$ cat config.mk
export PLATFORM = sky130hd
export DESIGN_NAME = seven_segment_scan_driver_core
export DESIGN_NICKNAME = d
export VERILOG_FILES = /design/src/hw/rtl/sssd_pkg.sv /design/src/hw/rtl/seven_segment_scan_driver_core.sv /design/src/hw/rtl/sssd_ctrl.sv /design/src/hw/rtl/sssd_dp.sv
export SDC_FILE = /design/constraint.sdc
export NUM_CORES = 1
export LEC_CHECK = 0
export BUFFER_PORTS_ARGS = -buffer_cell sky130_fd_sc_hd__buf_2
export CORE_MARGIN = 5
export CORE_UTILIZATION = 35
export DETAILED_ROUTE_END_ITERATION = 12
export GPL_ROUTABILITY_DRIVEN = 0
export GPL_TIMING_DRIVEN = 1
export PLACE_DENSITY = 0.55
export SYNTH_ARGS = -nofsm -noshare
export SYNTH_HDL_FRONTEND = slang
export SYNTH_SLANG_ARGS = --single-unit
$ cat constraint.sdc
create_clock -name clk -period 16.6 [get_ports clk]
set_input_delay 3.32 -clock clk [delete_from_list [all_inputs] [get_ports clk]]
set_output_delay 3.32 -clock clk [all_outputs]
set_load 0.05 [all_outputs]
$ cat src/hw/rtl/sssd_pkg.sv
`timescale 1ns / 1ps
`default_nettype none

package sssd_pkg;

  localparam int unsigned DIGIT_IDX_W = 3;
  localparam int unsigned VALUE_W     = 14;

  localparam logic [1:0] KIND_LOAD = 2'd0;
  localparam logic [1:0] KIND_SCAN = 2'd1;
  localparam logic [1:0] KIND_SLOW = 2'd2;

  localparam logic [1:0] REG_DIGITS_IN_USE = 2'd0;
  localparam logic [1:0] REG_TICKS_PER_PH  = 2'd1;
  localparam logic [1:0] REG_HOLD_PHASES   = 2'd2;
  localparam logic [1:0] REG_BLINK_INDEX   = 2'd3;

  typedef struct packed {
    logic                   load_start;
    logic                   load_step;
    logic [1:0]             step;
    logic                   slow_tick;
    logic                   emit_scan;
    logic                   emit_status;
    logic [DIGIT_IDX_W-1:0] idx;
    logic                   scan_last;
  } cmd_t;

  typedef struct packed {
    logic [3:0] scan_count;
  } sts_t;

  function automatic logic [7:0] seg_encode(input logic [3:0] code);
    logic [7:0] seg;
    case (code)
      4'h0:    seg = 8'h3F;
      4'h1:    seg = 8'h06;
      4'h2:    seg = 8'h5B;
      4'h3:    seg = 8'h4F;
      4'h4:    seg = 8'h66;
      4'h5:    seg = 8'h6D;
      4'h6:    seg = 8'h7D;
      4'h7:    seg = 8'h07;
      4'h8:    seg = 8'h7F;
      4'h9:    seg = 8'h6F;
      4'hA:    seg = 8'h77;
      4'hB:    seg = 8'h7C;
      4'hC:    seg = 8'h39;
      4'hD:    seg = 8'h5E;
      4'hE:    seg = 8'h79;
      4'hF:    seg = 8'h71;
      default: seg = 8'h00;
    endcase
    return seg;
  endfunction

endpackage

`default_nettype wire

$ cat src/hw/rtl/seven_segment_scan_driver_core.sv
`timescale 1ns / 1ps
`default_nettype none

// Multiplexed seven-segment display driver.
// Input stream (s_axis): tuser carries the kind (load, scan tick, slow tick);
// tdata carries low_value, high_value and button_pressed. One item at a time.
// Output stream (m_axis): one transaction per result; tlast marks the final
// result of an input item. Scan ticks give one transaction per digit in use
// with the buffered segment byte and an active-low digit select; all other
// items give one status transaction (segments 0, select all high).
// Sequence: a load is accepted, then takes four digit-split steps through the
// divide-by-ten datapath, then issues its status; a scan tick issues one result
// per digit in use, a slow tick or unknown kind one status. The sequencer issues
// one result per cycle, while the output is free, into a single output register.
// The output register holds its transaction while m_axis_tready is low and
// the sequencer waits; the input side is taken again once the item is issued.
// Configuration writes (cfg_we, cfg_addr, cfg_wdata) take effect at once and
// are expected only while no item is in flight.
// Reset clears the segment buffer, counters and flags and loads the register
// defaults (6 digits, 250 ticks per phase, 6 hold phases, blink digit 0).
module seven_segment_scan_driver_core #(
  parameter int unsigned NUM_DIGITS = 8
) (
  input  wire logic        clk,
  input  wire logic        rst,
  input  wire logic        s_axis_tvalid,
  output logic             s_axis_tready,
  input  wire logic [31:0] s_axis_tdata,  // low_value, high_value, button_pressed
  input  wire logic [1:0]  s_axis_tuser,  // kind
  output logic             m_axis_tvalid,
  input  wire logic        m_axis_tready,
  output logic [23:0]      m_axis_tdata,  // segments, digit_select, disp_mode, heartbeat
  output logic             m_axis_tlast,
  input  wire logic        cfg_we,
  input  wire logic [1:0]  cfg_addr,
  input  wire logic [7:0]  cfg_wdata
);

  sssd_pkg::cmd_t cmd;
  sssd_pkg::sts_t sts;
  logic [7:0]     segments;
  logic [7:0]     digit_select;
  logic           disp_mode;
  logic           heartbeat;

  sssd_ctrl u_ctrl (
    .clk       (clk),
    .rst       (rst),
    .in_valid  (s_axis_tvalid),
    .in_ready  (s_axis_tready),
    .in_kind   (s_axis_tuser),
    .out_valid (m_axis_tvalid),
    .out_ready (m_axis_tready),
    .sts       (sts),
    .cmd       (cmd)
  );

  sssd_dp #(
    .NUM_DIGITS (NUM_DIGITS)
  ) u_dp (
    .clk            (clk),
    .rst            (rst),
    .cfg_we         (cfg_we),
    .cfg_addr       (cfg_addr),
    .cfg_wdata      (cfg_wdata),
    .low_value      (s_axis_tdata[13:0]),
    .high_value     (s_axis_tdata[27:14]),
    .button_pressed (s_axis_tdata[28]),
    .cmd            (cmd),
    .sts            (sts),
    .segments       (segments),
    .digit_select   (digit_select),
    .last           (m_axis_tlast),
    .disp_mode      (disp_mode),
    .heartbeat      (heartbeat)
  );

  assign m_axis_tdata = {6'd0, heartbeat, disp_mode, digit_select, segments};

endmodule

`default_nettype wire

$ cat src/hw/rtl/sssd_ctrl.sv
`timescale 1ns / 1ps
`default_nettype none

module sssd_ctrl (
  input  wire logic          clk,
  input  wire logic          rst,
  input  wire logic          in_valid,
  output logic               in_ready,
  input  wire logic [1:0]    in_kind,
  output logic               out_valid,
  input  wire logic          out_ready,
  input  wire sssd_pkg::sts_t sts,
  output sssd_pkg::cmd_t     cmd
);

  typedef enum logic [1:0] {
    IDLE,
    LOAD,
    SCAN,
    STATUS
  } state_t;

  state_t                           state;
  logic [1:0]                       step;
  logic [sssd_pkg::DIGIT_IDX_W-1:0] idx;
  logic                             accept;
  logic                             slot_free;
  logic                             scan_last;

  assign in_ready  = (state == IDLE);
  assign accept    = in_valid && in_ready;
  assign slot_free = !out_valid || out_ready;
  assign scan_last = (({1'b0, idx} + 4'd1) == sts.scan_count);

  always_comb begin
    cmd             = '0;
    cmd.load_start  = accept && (in_kind == sssd_pkg::KIND_LOAD);
    cmd.slow_tick   = accept && (in_kind == sssd_pkg::KIND_SLOW);
    cmd.load_step   = (state == LOAD);
    cmd.step        = step;
    cmd.emit_scan   = (state == SCAN) && slot_free;
    cmd.emit_status = (state == STATUS) && slot_free;
    cmd.idx         = idx;
    cmd.scan_last   = scan_last;
  end

  always_ff @(posedge clk) begin
    if (rst) begin
      state     <= IDLE;
      step      <= '0;
      idx       <= '0;
      out_valid <= 1'b0;
    end else begin
      if (cmd.emit_scan || cmd.emit_status) begin
        out_valid <= 1'b1;
      end else if (out_ready) begin
        out_valid <= 1'b0;
      end
      case (state)
        IDLE: begin
          if (accept) begin
            case (in_kind)
              sssd_pkg::KIND_LOAD: begin
                state <= LOAD;
                step  <= '0;
              end
              sssd_pkg::KIND_SCAN: begin
                idx <= '0;
                if (sts.scan_count != 4'd0) begin
                  state <= SCAN;
                end
              end
              default: begin
                state <= STATUS;
              end
            endcase
          end
        end
        LOAD: begin
          step <= step + 2'd1;
          if (step == 2'd3) begin
            state <= STATUS;
          end
        end
        SCAN: begin
          if (slot_free) begin
            idx <= idx + 1'b1;
            if (scan_last) begin
              state <= IDLE;
            end
          end
        end
        STATUS: begin
          if (slot_free) begin
            state <= IDLE;
          end
        end
        default: begin
          state <= IDLE;
        end
      endcase
    end
  end

`ifndef NO_ASSERTIONS
  a_emit_needs_slot: assert property (@(posedge clk) disable iff (rst)
    (cmd.emit_scan || cmd.emit_status) |-> (!out_valid || out_ready))
    else $error("result issued into an occupied output register");

  a_scan_ends: assert property (@(posedge clk) disable iff (rst)
    (cmd.emit_scan && cmd.scan_last) |=> (state == IDLE && out_valid))
    else $error("scan did not finish on its last digit");

  a_load_length: assert property (@(posedge clk) disable iff (rst)
    (state == LOAD && step == 2'd3) |=> (state == STATUS))
    else $error("load did not finish after four digit steps");

  a_empty_scan: assert property (@(posedge clk) disable iff (rst)
    (accept && in_kind == sssd_pkg::KIND_SCAN && sts.scan_count == 4'd0)
      |=> (state == IDLE))
    else $error("scan with no digits produced a transaction");
`endif

endmodule

`default_nettype wire

$ cat src/hw/rtl/sssd_dp.sv
`timescale 1ns / 1ps
`default_nettype none

module sssd_dp #(
  parameter int unsigned NUM_DIGITS = 8
) (
  input  wire logic                         clk,
  input  wire logic                         rst,
  input  wire logic                         cfg_we,
  input  wire logic [1:0]                   cfg_addr,
  input  wire logic [7:0]                   cfg_wdata,
  input  wire logic [sssd_pkg::VALUE_W-1:0] low_value,
  input  wire logic [sssd_pkg::VALUE_W-1:0] high_value,
  input  wire logic                         button_pressed,
  input  wire sssd_pkg::cmd_t               cmd,
  output sssd_pkg::sts_t                    sts,
  output logic [7:0]                        segments,
  output logic [7:0]                        digit_select,
  output logic                              last,
  output logic                              disp_mode,
  output logic                              heartbeat
);

  localparam int unsigned IDX_W    = (NUM_DIGITS > 1) ? $clog2(NUM_DIGITS) : 1;
  localparam logic [3:0]  NUM_D4   = 4'(NUM_DIGITS);
  localparam logic [15:0] RECIP10  = 16'd52429;
  localparam int unsigned PROD_W   = sssd_pkg::VALUE_W + 16;

  logic [3:0] digits_in_use;
  logic [7:0] slow_ticks_per_phase;
  logic [3:0] hold_phases;
  logic [2:0] blink_digit_index;

  logic [7:0] seg_buf [NUM_DIGITS];
  logic [3:0] codes   [NUM_DIGITS];
  logic [7:0] tick_count;
  logic [3:0] hold_count;
  logic       mode_flag;
  logic       blink_enable;
  logic       blink_phase;
  logic       beat_flag;

  logic [sssd_pkg::VALUE_W-1:0] lo_val;
  logic [sssd_pkg::VALUE_W-1:0] hi_val;
  logic [PROD_W-1:0]            prod_lo;
  logic [PROD_W-1:0]            prod_hi;
  logic [sssd_pkg::VALUE_W-1:0] q_lo;
  logic [sssd_pkg::VALUE_W-1:0] q_hi;
  logic [3:0]                   d_lo;
  logic [3:0]                   d_hi;
  logic [2:0]                   pos_lo;
  logic [2:0]                   pos_hi;

  logic [7:0] tick_inc;
  logic [3:0] hold_inc;
  logic       phase_hit;
  logic       blink_new;
  logic       blink_in_range;
  logic [IDX_W-1:0] blink_idx;

  assign sts.scan_count = (digits_in_use > NUM_D4) ? NUM_D4 : digits_in_use;

  assign prod_lo = PROD_W'(lo_val) * PROD_W'(RECIP10);
  assign prod_hi = PROD_W'(hi_val) * PROD_W'(RECIP10);
  assign q_lo    = sssd_pkg::VALUE_W'(prod_lo >> 19);
  assign q_hi    = sssd_pkg::VALUE_W'(prod_hi >> 19);
  assign d_lo    = 4'(lo_val - ((q_lo << 3) + (q_lo << 1)));
  assign d_hi    = 4'(hi_val - ((q_hi << 3) + (q_hi << 1)));
  assign pos_lo  = {1'b0, cmd.step};
  assign pos_hi  = {1'b1, cmd.step};

  assign tick_inc       = tick_count + 8'd1;
  assign hold_inc       = hold_count + 4'd1;
  assign phase_hit      = (tick_inc >= slow_ticks_per_phase);
  assign blink_new      = ~blink_phase;
  assign blink_in_range = ({1'b0, blink_digit_index} < NUM_D4);
  assign blink_idx      = blink_digit_index[IDX_W-1:0];

  always_ff @(posedge clk) begin
    if (rst) begin
      digits_in_use        <= 4'd6;
      slow_ticks_per_phase <= 8'd250;
      hold_phases          <= 4'd6;
      blink_digit_index    <= 3'd0;
      for (int i = 0; i < NUM_DIGITS; i++) begin
        seg_buf[i] <= 8'h00;
        codes[i]   <= 4'h0;
      end
      tick_count   <= 8'd0;
      hold_count   <= 4'd0;
      mode_flag    <= 1'b0;
      blink_enable <= 1'b0;
      blink_phase  <= 1'b0;
      beat_flag    <= 1'b0;
    end else begin
      if (cfg_we) begin
        case (cfg_addr)
          sssd_pkg::REG_DIGITS_IN_USE: digits_in_use        <= cfg_wdata[3:0];
          sssd_pkg::REG_TICKS_PER_PH:  slow_ticks_per_phase <= cfg_wdata;
          sssd_pkg::REG_HOLD_PHASES:   hold_phases          <= cfg_wdata[3:0];
          sssd_pkg::REG_BLINK_INDEX:   blink_digit_index    <= cfg_wdata[2:0];
          default: ;
        endcase
      end

      if (cmd.load_step) begin
        if ({1'b0, pos_lo} < NUM_D4) begin
          codes[pos_lo[IDX_W-1:0]]   <= d_lo;
          seg_buf[pos_lo[IDX_W-1:0]] <= sssd_pkg::seg_encode(d_lo);
        end
        if ({1'b0, pos_hi} < NUM_D4) begin
          codes[pos_hi[IDX_W-1:0]]   <= d_hi;
          seg_buf[pos_hi[IDX_W-1:0]] <= sssd_pkg::seg_encode(d_hi);
        end
      end

      if (cmd.slow_tick) begin
        if (phase_hit) begin
          tick_count <= 8'd0;
          beat_flag  <= ~beat_flag;
          if (blink_enable) begin
            blink_phase <= blink_new;
            if (blink_in_range) begin
              seg_buf[blink_idx] <= blink_new ? sssd_pkg::seg_encode(codes[blink_idx])
                                              : 8'h00;
            end
          end
          if (button_pressed) begin
            if (hold_inc >= hold_phases) begin
              mode_flag    <= ~mode_flag;
              blink_enable <= ~blink_enable;
              hold_count   <= 4'd0;
            end else begin
              hold_count <= hold_inc;
            end
          end else begin
            hold_count <= 4'd0;
          end
        end else begin
          tick_count <= tick_inc;
        end
      end
    end
  end

  // digit split: one decimal digit per half each step
  always_ff @(posedge clk) begin
    if (cmd.load_start) begin
      lo_val <= low_value;
      hi_val <= high_value;
    end else if (cmd.load_step) begin
      lo_val <= q_lo;
      hi_val <= q_hi;
    end
  end

  always_ff @(posedge clk) begin
    if (cmd.emit_scan) begin
      segments     <= seg_buf[cmd.idx[IDX_W-1:0]];
      digit_select <= ~(8'h01 << cmd.idx);
      last         <= cmd.scan_last;
      disp_mode    <= mode_flag;
      heartbeat    <= beat_flag;
    end else if (cmd.emit_status) begin
      segments     <= 8'h00;
      digit_select <= 8'hFF;
      last         <= 1'b1;
      disp_mode    <= mode_flag;
      heartbeat    <= beat_flag;
    end
  end

endmodule

`default_nettype wire

Word-level counts from Yosys, hierarchy flattened
Memories as Yosys holds them, arrays and structs flattened. A register that Yosys moved wholly into a read port is not among the register bits. Index checks and enable logic that the tools add are counted.

Register bits: 90. RAM bits: 96. ROM bits: 336. Bits of input ports: 49. Output and inout bits: 27. Logic and storage cells: 169. Memories kept: 5.

$add $sub $neg: 9. $mul: 2. $lt $le $gt $ge: 3. Eq/ne operators: 18. Shift-type cells: 1. Multiplexer cells: 73. Bitwise operators: 5. Reductions and logical operators: 32.

Memory list: (name not given) (depth 16, bits a word 7, read ports 1, clocked after Yosys merged registers in 0, write ports 0, RTL line sssd_pkg.sv:35) `case (code)`; (name not given) (depth 16, bits a word 7, read ports 1, clocked after Yosys merged registers in 0, write ports 0, RTL line sssd_pkg.sv:35); (name not given) (depth 16, bits a word 7, read ports 1, clocked after Yosys merged registers in 0, write ports 0, RTL line sssd_pkg.sv:35); u_dp.seg_buf (depth 8, bits a word 8, read ports 1, clocked after Yosys merged registers in 1, write ports 8, RTL line sssd_dp.sv:34) `logic [7:0] seg_buf [NUM_DIGITS];`; u_dp.codes (depth 8, bits a word 4, read ports 1, clocked after Yosys merged registers in 1, write ports 8, RTL line sssd_dp.sv:35) `logic [3:0] codes [NUM_DIGITS];`.

Operator list (number): $mux 8 (17); $mul 14x16->30 const B (2); $mux 14 (4); $mux 3 (12); $reduce_or 8->1 (3); $mux 1 (23); $mux 4 (5); $mux 2 (8); $eq 2x2->1 const B (6); $reduce_and 2->1 (5); $reduce_bool 2->1 (5); $add 4x4->4 (2); $add 8x1->8 const B (1); $ge 8x8->1 (1); $ne 2x1->1 const B (4); $not 8->8 (1); $pmux 2 s2 (2); $pmux 2 s4 (1); $reduce_and 4->1 (2); $reduce_or 4->1 (2); $shl 1x3->8 const A (1); $sub 4x4->4 (2); $eq 2x1->1 const B (3); $logic_not 2->1 (3); 17 further kinds (28).

Longest topological paths before layout
Word-level depth: 8. Depth in mapped cells: 27. Gate-level depth less buffers: 27.

Cells and area by module
A second synthesis with hierarchy kept.

Cell total of the unflattened synthesis: 1496. Area total of the unflattened synthesis: 15916.5 µm².

By module, submodules not included: sssd_dp (times used 1, cells an instance 1425, area an instance 15341.0 µm²); sssd_ctrl (times used 1, cells an instance 62, area an instance 511.7 µm²); seven_segment_scan_driver_core (times used 1, cells an instance 9, area an instance 63.8 µm²).

Least setup slack after synthesis
Ideal clock, no wire load.

Path kind: flip-flop to flip-flop. Start: register u_dp.hi_val[8] (netlist name). End: memory u_dp.seg_buf[4][3] (data pin). Library setup time: 256 ps. Arrival time: 6510 ps. Path slack: 9834 ps. Stages on the path, launching flop included: 27. Buffers on the path: 0. Period minus slack after synthesis: 6766 ps. Path through: edfxtp_1 > ha_1 > inv_1 > fa_1 > inv_1 > fa_1 > inv_1 > fa_1 > inv_1 > fa_1 > inv_1 > fa_1 > inv_1 > ha_1 > nand4_1 > nor2_1 > o21ai_0 > a21boi_2 > o21a_1 > nor2_1 > ha_1 > and2_1 > or4_4 > and3_4 > nor2_4 > mux2_4 > a22o_1.

RTL lines: from (decl) (RTL line sssd_dp.sv:44) `logic [sssd_pkg::VALUE_W-1:0] hi_val;`; from (signal assigned) (RTL line sssd_dp.sv:150) `hi_val <= high_value;`; from (signal assigned) (RTL line sssd_dp.sv:153) `hi_val <= q_hi;`; to (decl) (RTL line sssd_dp.sv:34).

==> summary.md <==
| Metric | Value |
|---|---|
| FF-to-FF setup slack | between 8 and 9 ns |
| Number of I/O port buffers | 65 |
| Post-synth EDFFs | 134 |
| Layout Nets | ~2,000 |
| Top_reg_cell synth | edfxtp_1 |
| Slowest cell on crit path | mux2i_1 |
| CTS tree | done |
| Synthesis-to-layout area growth | 9.47% |
| GR peak layer | met2 |
| RSZ-0062 raised after global routing | false |
| Ant diodes | 0 |
| Ranking of synthesized cells by area | edfxtp_1, ha_1, fa_1 |
| Worst setup EP type | register |
| Crit path depth | 26 |
| Most common cell in the netlist | ha_1 |
| Post-cts repair resize count | 0 |
| Run status | finished, final reports clean |
| Final core utilization | 0.388 |
| Top cells by count, synth | ha_1, inv_1, nor2_1 |
| Final Critical Period | between 7 and 8 ns |
| Top Family by Delay on Critical Path | adder cells |
| Synth warnings | 0 |
| Slew Viols, Final | 0 |
| Worst Tran Pin Value | 1.02 ns |
| Total negative slack | 0 ns |
| Hold Path Depth | 0 |
| Register area | ~0.0050 mm^2 |
| DRC errors left | 0 |
| Crit path buf inv count | 6 |
| Cts hold-fix bufs | 0 |
| Critical path fanouts, max | 15 |
| Fillers | between 4,000 and 5,000 |
| Leading area contributor after synthesis | edfxtp_1 |
| DR vias | about 11,000 |
| Achievable Freq | 127 MHz |
| Max Cap Viol | 0 |
| CP startpoint | u_dp.hi_val[8] |
| CP required | 16.76 ns |
| HPWL Detailed | ~29 mm |
| Flops & latches, synth | around 180 |
| Antenna-violating nets left | 0 |
| DR vias/cell | 5.03 |
| FF-to-FF Start | u_dp.hi_val[8] |
| Initial Util | 0.355 |
| Avg Inst Size Synth | about 11 um^2 |
| Share of layout cells above drive strength 1 | 0.0988 |
| Wirelength, routed | between 30 and 40 mm |
| Wirelength per Cell | around 16 um |
| Arr. time, crit path | between 8 and 9 ns |
| First-pass GRT wire length | 58.8 mm |
| Pre-antenna DRT Iters | 5 |
| Initial DRC count | about 600 |
| Hold Vio Cnt, Final | 0 |
| Crit start category | register |
| Reg clk slew, reported paths | 0.07 ns |
| Footprint of the multi-input gates | around 0.01 mm^2 |
| Worst-Skew Late Latency | 0.44 ns |
| CTS root buf | clkbuf_16 |
| Clk_skew | just under 0.02 ns |
| Period utilization | 0.475 |
| Crit Path Class | reg -> reg |
| Clock sink total | around 180 |
| Htree depth | 4 |
| Setup-failing EPs final | 0 |
| Worst min-delay path class | reg -> reg |
| Clk buf depth | 2 |
| Slew headroom | 0.317 |
| Synth cell types | 80 |
| Total GRT Usage | 0.145 |
| Site Rows | 78 |
| Largest net degree at the start of global routing | 54 |
| Async SR Flop Fraction | 0 |
| GRT overflow | 0 |
| Min-delay src | u_dp.mode_flag |
| Vias in the first global route | 11,300 |
| CTS Buf Count | 17 |
| M1 GR Usage | 0.196 |
| Most numerous cell on the critical path | inv_1 |
| Syn Inst Count | about 1,500 |
| Mapped cell area | 0.0162 mm^2 |
| Met2 global-route usage | 0.251 |
| Met3 Use GR | 0.0156 |
| Die H | between 200 and 250 um |
| Die Span X | around 220 um |
| Fraction of the yosys area taken by sequential cells | 0.310 |
| Worst reg-to-reg path cell count | 26 |
| Post-synth top area share | 0.249 |
| Max incr delay on CP | 0.54 ns |
| Core area | roughly 0.046 mm^2 |
| Initial antenna violation count | 0 |
| Io pins | 76 |
| Post-CTS Setup Inserts | 0 |
| Die Area | between 0.05 and 0.06 mm^2 |
-- cells by family after synthesis --
logic type                 after synthesis  synth area share
adders and majority gates              367             0.334
and+or+nand+nor                        366             0.108
buffers and inverters                  261            0.0634
AOI/OAI and AO/OA                      240            0.0990
DFF                                    183             0.310
muxes                                   58            0.0549
xor gates and xnor gates                52            0.0313
other                                    1          0.000232
-- final timing paths --
| path | to |
|---|---|
| max reg2reg | u_dp.seg_buf[5][5] |
| min | u_dp.disp_mode |
| min reg2reg | u_dp.disp_mode |
| max | u_dp.seg_buf[5][5] |
-- placed cells by master (no fill, tap or decap), types with 5 or more instances in the layout --
| master | netlist | final |
|---|---|---|
| or2_2 | 7 | 7 |
| buf_4 | 9 | 5 |
| xnor2_1 | 28 | 28 |
| a31oi_1 | 11 | 11 |
| mux2i_1 | 23 | 23 |
| nand2b_1 | 22 | 22 |
| fa_1 | 107 | 107 |
| o2bb2ai_1 | 5 | 5 |
| and2_1 | 18 | 18 |
| a21oi_1 | 55 | 55 |
| o221ai_1 | 6 | 6 |
| nand3_1 | 25 | 25 |
| o21a_1 | 8 | 8 |
| and3_1 | 8 | 8 |
| o22ai_1 | 18 | 18 |
| buf_2 | 2 | 65 |
| mux2_2 | 11 | 11 |
| o31ai_1 | 10 | 10 |
| nor2_1 | 149 | 149 |
| a211oi_1 | 9 | 9 |
| clkbuf_16 | 0 | 19 |
| nor2b_1 | 7 | 7 |
| a22o_1 | 7 | 7 |
| o21bai_1 | 10 | 10 |
| o21ai_0 | 44 | 44 |
| inv_1 | 214 | 214 |
| edfxtp_1 | 134 | 134 |
| mux4_2 | 23 | 23 |
| conb_1 | 1 | 7 |
| ha_1 | 260 | 260 |
| o211ai_1 | 7 | 7 |
| a211o_1 | 8 | 8 |
| nand3b_1 | 9 | 9 |
| a21o_1 | 11 | 11 |
| o2111ai_1 | 5 | 5 |
| xor2_1 | 20 | 20 |
| nand2_1 | 75 | 75 |
| nor3_1 | 18 | 17 |
| dfxtp_1 | 49 | 49 |
-- sequential cells by signal, indices dropped and copies added (netlist names), named ones only --
register	flops
u_dp.hi_val	14
u_dp.heartbeat	1
u_dp.mode_flag	1
u_dp.codes	32
u_dp.hold_phases	4
u_dp.digit_select	8
u_dp.blink_digit_index	3
u_dp.last	1
u_dp.blink_phase	1
u_ctrl.idx	3
u_dp.slow_ticks_per_phase	8
u_dp.digits_in_use	4
u_ctrl.step	2
u_dp.segments	7
u_ctrl.out_valid	1
u_ctrl.state	2
u_dp.hold_count	4
u_dp.lo_val	14
u_dp.seg_buf	56
u_dp.tick_count	8
u_dp.beat_flag	1
u_dp.disp_mode	1
u_dp.blink_enable	1
-- layout make-up --
class	count	area share
clock buffer	21	0.0279
clock inverter	11	0.00672
inverter	214	0.0454
multi-input combinational	1090	0.574
sequential	183	0.283
tap	600	0.0424
timing repair buffer	70	0.0205
-- stage by stage --
| stage | instances | instance area, um^2 | hold slack [ns] | worst slack [ns] |
|---|---|---|---|---|
| floorplan | 1534 | 16200 | 0.429 | 9.83 |
| global placement | 2157 | 17100 | 0.437 | 8.83 |
| detailed placement | 2157 | 17100 | 0.438 | 8.77 |
| CTS | 2189 | 17700 | 0.458 | 8.71 |
| global route | 2189 | 17700 | 0.462 | 8.32 |
| finish | 2189 | 17700 | 0.455 | 8.72 |
-- per-layer routing --
metal  routed length (um)  share of wire
met1                16500           0.46
met5                    0              0
met3                 1160          0.032
met2                17800           0.50
met4                  513          0.014
Power is not shown: default switching activity piles up to over one toggle a cycle in this logic, so the estimate is an artifact.
